--- src/rtl/hcb_pkg.sv ---
// Shared types, constants and helpers of the hill cipher block.
`timescale 1ns / 1ps

package hcb_pkg;

  localparam int ENTRY_W   = 5;
  localparam int KEY_ROWS  = 4;
  localparam int KEY_ROW_W = 20;
  localparam int ROW_IDX_W = 2;
  localparam int BSIZE_W   = 3;
  localparam int CFG_IDX_W = 3;
  localparam int CHAR_W    = 8;
  localparam int OUT_W     = 7;

  localparam logic [CHAR_W-1:0] ASCII_UPPER_A = 8'd65;
  localparam logic [CHAR_W-1:0] ASCII_UPPER_Z = 8'd90;
  localparam logic [CHAR_W-1:0] ASCII_LOWER_A = 8'd97;
  localparam logic [CHAR_W-1:0] ASCII_LOWER_Z = 8'd122;
  localparam int ALPHABET = 26;

  // Register indexes on the configuration channel.
  localparam logic [CFG_IDX_W-1:0] REG_BLOCK_SIZE = 3'd0;
  localparam logic [CFG_IDX_W-1:0] REG_KEY_ROW0   = 3'd1;
  localparam logic [CFG_IDX_W-1:0] REG_KEY_ROW1   = 3'd2;
  localparam logic [CFG_IDX_W-1:0] REG_KEY_ROW2   = 3'd3;
  localparam logic [CFG_IDX_W-1:0] REG_KEY_ROW3   = 3'd4;

  localparam logic [BSIZE_W-1:0]   BSIZE_RESET = 3'd2;
  localparam logic [KEY_ROW_W-1:0] ROW0_RESET  = 20'd67;
  localparam logic [KEY_ROW_W-1:0] ROW1_RESET  = 20'd226;

  typedef logic [KEY_ROW_W-1:0] key_row_t;

  typedef struct packed {
    logic [BSIZE_W-1:0]          block_size;
    key_row_t [KEY_ROWS-1:0]     key;
  } hcb_cfg_t;

  typedef struct packed {
    logic               is_letter;
    logic [ENTRY_W-1:0] value;
  } letter_t;

  // Map a text byte to 0..25 and say whether it is a letter.
  function automatic letter_t classify(input logic [CHAR_W-1:0] c);
    letter_t r;
    r.is_letter = 1'b0;
    r.value     = '0;
    if (c >= ASCII_UPPER_A && c <= ASCII_UPPER_Z) begin
      r.is_letter = 1'b1;
      r.value     = ENTRY_W'(c - ASCII_UPPER_A);
    end else if (c >= ASCII_LOWER_A && c <= ASCII_LOWER_Z) begin
      r.is_letter = 1'b1;
      r.value     = ENTRY_W'(c - ASCII_LOWER_A);
    end
    return r;
  endfunction

endpackage

--- src/rtl/hcb_fifo.sv ---
// Small register queue between the front and back of the hill cipher block.
`timescale 1ns / 1ps

module hcb_fifo #(
  parameter int WIDTH = 23,
  parameter int DEPTH = 2
) (
  input  logic             clk,
  input  logic             rst,
  input  logic             in_valid,
  output logic             in_ready,
  input  logic [WIDTH-1:0] in_data,
  output logic             out_valid,
  input  logic             out_ready,
  output logic [WIDTH-1:0] out_data
);

  localparam int PTR_W = (DEPTH > 1) ? $clog2(DEPTH) : 1;
  localparam int CNT_W = $clog2(DEPTH + 1);

  logic [WIDTH-1:0] mem [DEPTH];
  logic [PTR_W-1:0] wr_ptr;
  logic [PTR_W-1:0] rd_ptr;
  logic [CNT_W-1:0] count;
  logic             push;
  logic             pop;

  assign in_ready  = (count != CNT_W'(DEPTH));
  assign out_valid = (count != '0);
  assign out_data  = mem[rd_ptr];
  assign push      = in_valid && in_ready;
  assign pop       = out_valid && out_ready;

  always_ff @(posedge clk) begin
    if (push) begin
      mem[wr_ptr] <= in_data;
    end
  end

  always_ff @(posedge clk) begin
    if (rst) begin
      wr_ptr <= '0;
      rd_ptr <= '0;
      count  <= '0;
    end else begin
      if (push) begin
        wr_ptr <= (wr_ptr == PTR_W'(DEPTH - 1)) ? '0 : wr_ptr + PTR_W'(1);
      end
      if (pop) begin
        rd_ptr <= (rd_ptr == PTR_W'(DEPTH - 1)) ? '0 : rd_ptr + PTR_W'(1);
      end
      case ({push, pop})
        2'b10:   count <= count + CNT_W'(1);
        2'b01:   count <= count - CNT_W'(1);
        default: count <= count;
      endcase
    end
  end

endmodule

--- src/rtl/hcb_front.sv ---
// Front end: configuration registers, letter filter and block assembly.
`timescale 1ns / 1ps

module hcb_front
  import hcb_pkg::*;
#(
  parameter int MAX_DIM = 4,
  parameter int SIZE_W  = $clog2(MAX_DIM + 1),
  parameter int BLK_W   = MAX_DIM * ENTRY_W + SIZE_W
) (
  input  logic                 clk,
  input  logic                 rst,
  input  logic                 cfg_valid,
  input  logic [CFG_IDX_W-1:0] cfg_index,
  input  logic [KEY_ROW_W-1:0] cfg_data,
  input  logic                 in_valid,
  output logic                 in_ready,
  input  logic [CHAR_W-1:0]    in_char,
  output logic                 blk_valid,
  input  logic                 blk_ready,
  output logic [BLK_W-1:0]     blk_data,
  output hcb_cfg_t             cfg
);

  localparam int CNT_W = (MAX_DIM > 2) ? $clog2(MAX_DIM) : 1;

  logic [ENTRY_W-1:0] letters [MAX_DIM];
  logic [CNT_W-1:0]   count;
  logic [SIZE_W-1:0]  eff_size;
  letter_t            cls;
  logic               take;
  logic               complete;
  logic [MAX_DIM*ENTRY_W-1:0] blk_letters;

  always_comb begin
    if (cfg.block_size < BSIZE_W'(2)) begin
      eff_size = SIZE_W'(2);
    end else if (cfg.block_size > BSIZE_W'(MAX_DIM)) begin
      eff_size = SIZE_W'(MAX_DIM);
    end else begin
      eff_size = SIZE_W'(cfg.block_size);
    end
  end

  assign cls      = classify(in_char);
  assign in_ready = blk_ready;
  assign take     = in_valid && in_ready && cls.is_letter;
  assign complete = (SIZE_W'(count) + SIZE_W'(1)) >= eff_size;

  // The block goes out with the arriving letter already in its slot.
  always_comb begin
    for (int j = 0; j < MAX_DIM; j++) begin
      blk_letters[j*ENTRY_W +: ENTRY_W] =
        (CNT_W'(j) == count) ? cls.value : letters[j];
    end
  end

  assign blk_valid = in_valid && cls.is_letter && complete;
  assign blk_data  = {eff_size, blk_letters};

  always_ff @(posedge clk) begin
    if (take && !complete) begin
      letters[count] <= cls.value;
    end
  end

  always_ff @(posedge clk) begin
    if (rst) begin
      cfg.block_size <= BSIZE_RESET;
      cfg.key[0]     <= ROW0_RESET;
      cfg.key[1]     <= ROW1_RESET;
      cfg.key[2]     <= '0;
      cfg.key[3]     <= '0;
      count          <= '0;
    end else begin
      if (take) begin
        count <= complete ? '0 : count + CNT_W'(1);
      end
      if (cfg_valid) begin
        unique case (cfg_index)
          REG_BLOCK_SIZE: begin
            cfg.block_size <= cfg_data[BSIZE_W-1:0];
            count          <= '0;
          end
          REG_KEY_ROW0: cfg.key[0] <= cfg_data;
          REG_KEY_ROW1: cfg.key[1] <= cfg_data;
          REG_KEY_ROW2: cfg.key[2] <= cfg_data;
          REG_KEY_ROW3: cfg.key[3] <= cfg_data;
          default: ;
        endcase
      end
    end
  end

endmodule

--- src/rtl/hcb_back.sv ---
// Back end: row sequencer and mod-26 matrix product pipeline.
`timescale 1ns / 1ps

module hcb_back
  import hcb_pkg::*;
#(
  parameter int MAX_DIM = 4,
  parameter int SIZE_W  = $clog2(MAX_DIM + 1),
  parameter int BLK_W   = MAX_DIM * ENTRY_W + SIZE_W
) (
  input  logic              clk,
  input  logic              rst,
  input  hcb_cfg_t          cfg,
  input  logic              blk_valid,
  output logic              blk_ready,
  input  logic [BLK_W-1:0]  blk_data,
  output logic              out_valid,
  input  logic              out_ready,
  output logic [OUT_W-1:0]  out_char,
  output logic              out_last
);

  localparam int CNT_W   = (MAX_DIM > 2) ? $clog2(MAX_DIM) : 1;
  localparam int PROD_W  = 2 * ENTRY_W;
  localparam int SUM_W   = PROD_W + $clog2(MAX_DIM);
  // floor(x * RECIP / 2^RSHIFT) equals floor(x / 26) for every sum reached here.
  localparam int RSHIFT  = 16;
  localparam int RECIP   = ((1 << RSHIFT) + ALPHABET - 1) / ALPHABET;
  localparam int RECIP_W = $clog2(RECIP + 1);
  localparam int QP_W    = SUM_W + RECIP_W;
  localparam int Q_W     = QP_W - RSHIFT;

  logic [SIZE_W-1:0]  blk_size;
  logic [ENTRY_W-1:0] blk_letter [MAX_DIM];
  logic [CNT_W-1:0]   row;
  logic               row_last;
  logic               adv;

  logic               s1_valid, s1_last;
  logic [PROD_W-1:0]  s1_prod [MAX_DIM];
  logic               s2_valid, s2_last;
  logic [SUM_W-1:0]   s2_sum;
  logic               s3_valid, s3_last;
  logic [SUM_W-1:0]   s3_sum;
  logic [QP_W-1:0]    s3_qp;

  logic [SUM_W-1:0]   sum_next;
  logic [Q_W-1:0]     quot;
  logic [SUM_W-1:0]   rem;

  assign blk_size = blk_data[BLK_W-1 -: SIZE_W];
  for (genvar j = 0; j < MAX_DIM; j++) begin : g_unpack
    assign blk_letter[j] = blk_data[j*ENTRY_W +: ENTRY_W];
  end

  // Whole pipeline moves together; stall only when the output is held.
  assign adv       = !out_valid || out_ready;
  assign row_last  = (SIZE_W'(row) + SIZE_W'(1)) >= blk_size;
  assign blk_ready = adv && row_last;

  always_comb begin
    sum_next = '0;
    for (int j = 0; j < MAX_DIM; j++) begin
      sum_next = sum_next + SUM_W'(s1_prod[j]);
    end
  end

  assign quot = s3_qp[QP_W-1:RSHIFT];
  assign rem  = s3_sum - (SUM_W'(quot) * SUM_W'(ALPHABET));

  always_ff @(posedge clk) begin
    if (adv) begin
      s1_last <= row_last;
      for (int j = 0; j < MAX_DIM; j++) begin
        if (SIZE_W'(j) < blk_size) begin
          s1_prod[j] <= PROD_W'(cfg.key[ROW_IDX_W'(row)][j*ENTRY_W +: ENTRY_W]) *
                        PROD_W'(blk_letter[j]);
        end else begin
          s1_prod[j] <= '0;
        end
      end
      s2_last  <= s1_last;
      s2_sum   <= sum_next;
      s3_last  <= s2_last;
      s3_sum   <= s2_sum;
      s3_qp    <= QP_W'(s2_sum) * QP_W'(RECIP);
      out_last <= s3_last;
      out_char <= OUT_W'(ASCII_LOWER_A) + OUT_W'(rem[ENTRY_W-1:0]);
    end
  end

  always_ff @(posedge clk) begin
    if (rst) begin
      row       <= '0;
      s1_valid  <= 1'b0;
      s2_valid  <= 1'b0;
      s3_valid  <= 1'b0;
      out_valid <= 1'b0;
    end else if (adv) begin
      s1_valid  <= blk_valid;
      s2_valid  <= s1_valid;
      s3_valid  <= s2_valid;
      out_valid <= s3_valid;
      if (blk_valid) begin
        row <= row_last ? '0 : row + CNT_W'(1);
      end
    end
  end

endmodule

--- src/rtl/hill_cipher_block.sv ---
// Top level of the hill cipher block: front end, block queue and back end.
//
//   channel   direction  signals                              transfer carries
//   s_axis    in         tvalid tready tdata[7:0]             one text byte
//   m_axis    out        tvalid tready tdata[7:0] tlast       one cipher letter
//   cfg       in         valid ready index[2:0] data[19:0]    one register write
//
// Throughput is one byte per cycle on s_axis and one letter per cycle on
// m_axis while neither stalls; unstalled, the back end takes one key row
// per cycle through a four-stage multiply/reduce pipeline (s1 products,
// s2 sum, s3 reciprocal product, output register) after the block queue.
// Reset (rst, synchronous) restores block size 2 and the default key and
// empties the letter buffer, queue and pipeline.
// s_axis stalls only when the two-entry block queue is full; m_axis stalls
// freeze the back end while the front collects letters until the queue fills.
`timescale 1ns / 1ps

module hill_cipher_block
  import hcb_pkg::*;
#(
  parameter int MAX_DIM = 4
) (
  input  logic                 clk,
  input  logic                 rst,
  // Text bytes in.
  input  logic                 s_axis_tvalid,
  output logic                 s_axis_tready,
  input  logic [7:0]           s_axis_tdata,   // [7:0] in_char
  // Cipher letters out.
  output logic                 m_axis_tvalid,
  input  logic                 m_axis_tready,
  output logic [7:0]           m_axis_tdata,   // [6:0] out_char, [7] zero
  output logic                 m_axis_tlast,   // block_last
  // Register writes.
  input  logic                 cfg_valid,
  output logic                 cfg_ready,
  input  logic [CFG_IDX_W-1:0] cfg_index,
  input  logic [KEY_ROW_W-1:0] cfg_data
);

  localparam int SIZE_W = $clog2(MAX_DIM + 1);
  localparam int BLK_W  = MAX_DIM * ENTRY_W + SIZE_W;

  hcb_cfg_t         cfg;
  logic             fq_valid, fq_ready;
  logic [BLK_W-1:0] fq_data;
  logic             qb_valid, qb_ready;
  logic [BLK_W-1:0] qb_data;
  logic [OUT_W-1:0] out_char;

  // Registers take a write on any cycle.
  assign cfg_ready = 1'b1;

  hcb_front #(
    .MAX_DIM (MAX_DIM),
    .SIZE_W  (SIZE_W),
    .BLK_W   (BLK_W)
  ) u_front (
    .clk       (clk),
    .rst       (rst),
    .cfg_valid (cfg_valid),
    .cfg_index (cfg_index),
    .cfg_data  (cfg_data),
    .in_valid  (s_axis_tvalid),
    .in_ready  (s_axis_tready),
    .in_char   (s_axis_tdata),
    .blk_valid (fq_valid),
    .blk_ready (fq_ready),
    .blk_data  (fq_data),
    .cfg       (cfg)
  );

  // Hold up to two complete blocks between filter and multiplier.
  hcb_fifo #(
    .WIDTH (BLK_W),
    .DEPTH (2)
  ) u_queue (
    .clk       (clk),
    .rst       (rst),
    .in_valid  (fq_valid),
    .in_ready  (fq_ready),
    .in_data   (fq_data),
    .out_valid (qb_valid),
    .out_ready (qb_ready),
    .out_data  (qb_data)
  );

  hcb_back #(
    .MAX_DIM (MAX_DIM),
    .SIZE_W  (SIZE_W),
    .BLK_W   (BLK_W)
  ) u_back (
    .clk       (clk),
    .rst       (rst),
    .cfg       (cfg),
    .blk_valid (qb_valid),
    .blk_ready (qb_ready),
    .blk_data  (qb_data),
    .out_valid (m_axis_tvalid),
    .out_ready (m_axis_tready),
    .out_char  (out_char),
    .out_last  (m_axis_tlast)
  );

  assign m_axis_tdata = {1'b0, out_char};

endmodule

--- config.mk ---
export PLATFORM = sky130hd
export DESIGN_NAME = hill_cipher_block
export DESIGN_NICKNAME = d
export VERILOG_FILES = /design/src/rtl/hcb_pkg.sv /design/src/rtl/hcb_fifo.sv /design/src/rtl/hcb_front.sv /design/src/rtl/hcb_back.sv /design/src/rtl/hill_cipher_block.sv
export SDC_FILE = /design/constraint.sdc
export NUM_CORES = 1
export LEC_CHECK = 0
export BUFFER_PORTS_ARGS = -buffer_cell sky130_fd_sc_hd__buf_2
export CORE_AREA = 3 3 232 234
export DETAILED_ROUTE_END_ITERATION = 6
export DIE_AREA = 0 0 235 237
export GPL_ROUTABILITY_DRIVEN = 1
export PLACE_DENSITY = 0.49
export RECOVER_POWER = 50
export SETUP_SLACK_MARGIN = 0.05
export SLEW_MARGIN = 30
export SYNTH_ARGS = -nofsm -noshare
export SYNTH_HDL_FRONTEND = slang
export SYNTH_SLANG_ARGS = --single-unit
--- constraint.sdc ---
create_clock -name clk -period 4.6 [get_ports clk]
set_input_delay 0.23 -clock clk [delete_from_list [all_inputs] [get_ports clk]]
set_output_delay 0.23 -clock clk [all_outputs]
set_load 0.1 [all_outputs]
==> reports/qor.csv <==
metric;value;unit
# nets final;1868;
DRT Pass-1 Iters;4;
Worst Hold Class;in -> reg;
WL final;33.6;mm
WP data required;4.91;ns
# fillers;5267;
max-cap violation count;5;
skew final;0.00838;ns
CP cell instances;buf_6 > buf_4 > fa_2 > fa_1 > fa_1 > fa_1 > ha_1 > ha_1 > nand4_1 > a21oi_2 > a211oi_2 > nor3_2 > a21oi_1 > xnor2_1;
Max Buffers Root-to-Sink;3;
Initial Utilization;0.296;
Startpoint Class;flop;
Std-Cell Rows;84;
Max H-tree Level;1;
post-synthesis cell type count;60;
Worst-Skew Late Latency;0.56;ns
max-slew violation count;185;
TritonCTS Buffers;27;
prevailing post-synth register cell;edfxtp_1;
max_slew headroom;-0.463;
Vias;10100;
setup_tns;0;ns
critical-path maximum fanout;4;
Iter 0 DRT Violations;420;
violated checks;capacitance limit, slew limit;
register bit total from synthesis;234;
CTS tree;done;
Final Wtd Congestion;0.759;
Mapped Area;0.0155;mm²
GR Util All Layers;0.122;
Die Footprint;0.0557;mm²
Synth Instances;1479;
I/O Pins;48;
vias in the first global route;10600;
final hold violations;0;
Ys Warns;0;
CP Data Arrival Time;4.69;ns
Mean Syn Cell Area;10.5;µm²
Top delay family on crit path;adder cells;
first-pass GRT wire length;55.7;mm
crit end category;flop;
EDFF count, synth;128;
drt drc;0;
critical path class;reg -> reg;
endpoints failing setup;0;
slowest stage cell on the critical path;fa_1;
pin slew with the least headroom to its limit;2.19;ns
PortBufs;45;
synth-to-layout area growth;16.3;%
asr flop ratio synth;0;
status;complete, but fails checks;
Min Clock Period, post-route;4.39;ns
post-DP HPWL;24.9;mm
worst stage delay on the critical path;0.56;ns
initial antenna violation count;3;
root buffer cell;clkbuf_16;
Via density;4.43;
Leak;0.00774;µW
clk slew on worst S/H paths;0.06;ns
hold_ws;0.162;ns
total grt overflow;0;
Crit path buffers/inverters;2;
routed len/inst;14.8;µm
Die Y;237;µm
DIE WIDTH;235;µm
Total Power;10200;µW
core footprint;0.0522;mm²
Worst VDD drop;0.000667;V
Max Freq;0.228;GHz
layout cells sized above 1;0.121;
Period Utilization, post-route;0.954;
Critical Path Most Common Cell;fa_1;
power density cells;569;mW/mm²
largest net degree at the start of global routing;65;
sequential element share of the synthesized area;0.386;
CTS Sinks;234;
RSZ-0062 raised after global routing;true;
ANT nets after route;0;
syn_nets;1777;
## layout by cell type, fill, tap and decap left out, drive strengths merged, types with 55 or more instances in the layout
master,count
nor2,62
clkbuf,55
edfxtp,128
a21oi,113
dfxtp,106
nand2,227
buf,66
inv,188
fa,90
ha,172
## report_power, final
| group | total (µW) | switching (µW) | internal (µW) | leakage (µW) |
|---|---|---|---|---|
| clock | 2160 | 879 | 1280 | 0.000448 |
| sequential | 2490 | 78.9 | 2410 | 0.00216 |
| combinational | 5580 | 3100 | 2480 | 0.00512 |
| total | 10200 | 4060 | 6180 | 0.00774 |
## worst paths after layout
kind / startpoint / end / slack (ns) / cells past startpoint
worst max-delay path: u_back.s2_sum[5] / u_back.s3_qp[19] / 0.21 / 14
worst min-delay path: cfg_index[0] / u_front.cfg[33] / 0.16 / 4
worst max register to register: u_back.s2_sum[5] / u_back.s3_qp[19] / 0.21 / 14
worst min register to register: u_back.s1_last / u_back.s2_last / 0.43 / 0
## Yosys cell counts (4+ instances only)
cell	n	area [µm²]
a21o_1	13	97.6
and3_1	5	31.3
clkbuf_1	35	131
a21oi_1	113	566
mux2_2	35	394
dfxtp_1	106	2120
nand3b_1	9	67.6
inv_1	187	702
edfxtp_1	128	3840
nand2b_1	14	87.6
ha_1	172	2150
fa_1	90	1800
o41ai_1	4	35.0
nor2_1	61	229
buf_2	4	20.0
mux2i_1	11	110
or2_2	4	25.0
o21bai_1	4	30.0
nor3_1	13	65.1
mux4_2	20	450
nand3_1	6	30.0
xor2_1	28	245
xnor2_1	30	263
nor2b_1	44	275
and2_1	43	269
nand2_1	227	852
o21ai_0	22	110
a211oi_1	4	30.0
## kinds of logic (layout without fill, tap and decap cells)
kind of cell,count (synthesis),after routing,share of synthesized area
compound gates,186,186,0.0734
simple gates,439,439,0.131
flops,234,234,0.386
fa+ha+maj,262,262,0.256
other cells,2,3,0.000486
xor+xnor,59,59,0.0339
mux,67,67,0.0627
buf+inv,230,342,0.0574
## per-layer routing
layer,global-route usage,routed length [µm],up-vias
met4,0.0210,488,0
li1,-,-,5121
met1,0.162,15400,4817
met2,0.213,16400,135
met3,0.0177,1290,37
met5,0,0,-
## registers in the layout, indices dropped and copies added (netlist names), 7 cells and up, named ones only
name / cells
u_back.s3_qp: 7
u_back.s1_prod: 40
u_back.s2_sum: 12
u_queue.mem: 46
u_back.out_char: 7
u_front.letters: 20
u_front.cfg: 83
## per-stage QoR
step | area, µm² | setup slack [ns] | std cells | util
2_1_floorplan | 15500 | 0.149 | 1479 | -
3_3_place_gp | 16600 | 0.0893 | 2194 | 0.318
3_5_place_dp | 16600 | 0.0753 | 2194 | 0.318
4_1_cts | 17700 | 0.0602 | 2264 | 0.340
5_1_grt | 18000 | 0.000528 | 2280 | 0.344
6_report | 18000 | 0.212 | 2280 | 0.344
## worst min-delay path, cell delays in order
cell	delay (ns)
buf_2	0.15
nor2_4	0.15
nand2_1	0.10
a21oi_1	0.05
## layout make-up
cell class                      count  area, µm²  share of cell area
Tap cell                          688        861              0.0479
Inverter                          187        702              0.0390
Clock inverter                     14        109             0.00606
Sequential cell                   234       5970               0.332
Multi-Input combinational cell   1015       8770               0.488
Timing Repair Buffer              105        767              0.0427
Antenna cell                        1       2.50            0.000139
Clock buffer                       36        797              0.0443
## timing repair
| action | CTS | global route |
|---|---|---|
| endpoints found under the hold margin | 82 | 0 |
| gates resized for setup | 0 | 36 |
| buffers inserted | 0 | 14 |
| endpoints found under the setup margin | 0 | 9 |
| hold buffers | 20 | 0 |
Note: power is estimated with default switching activity, not from simulation.
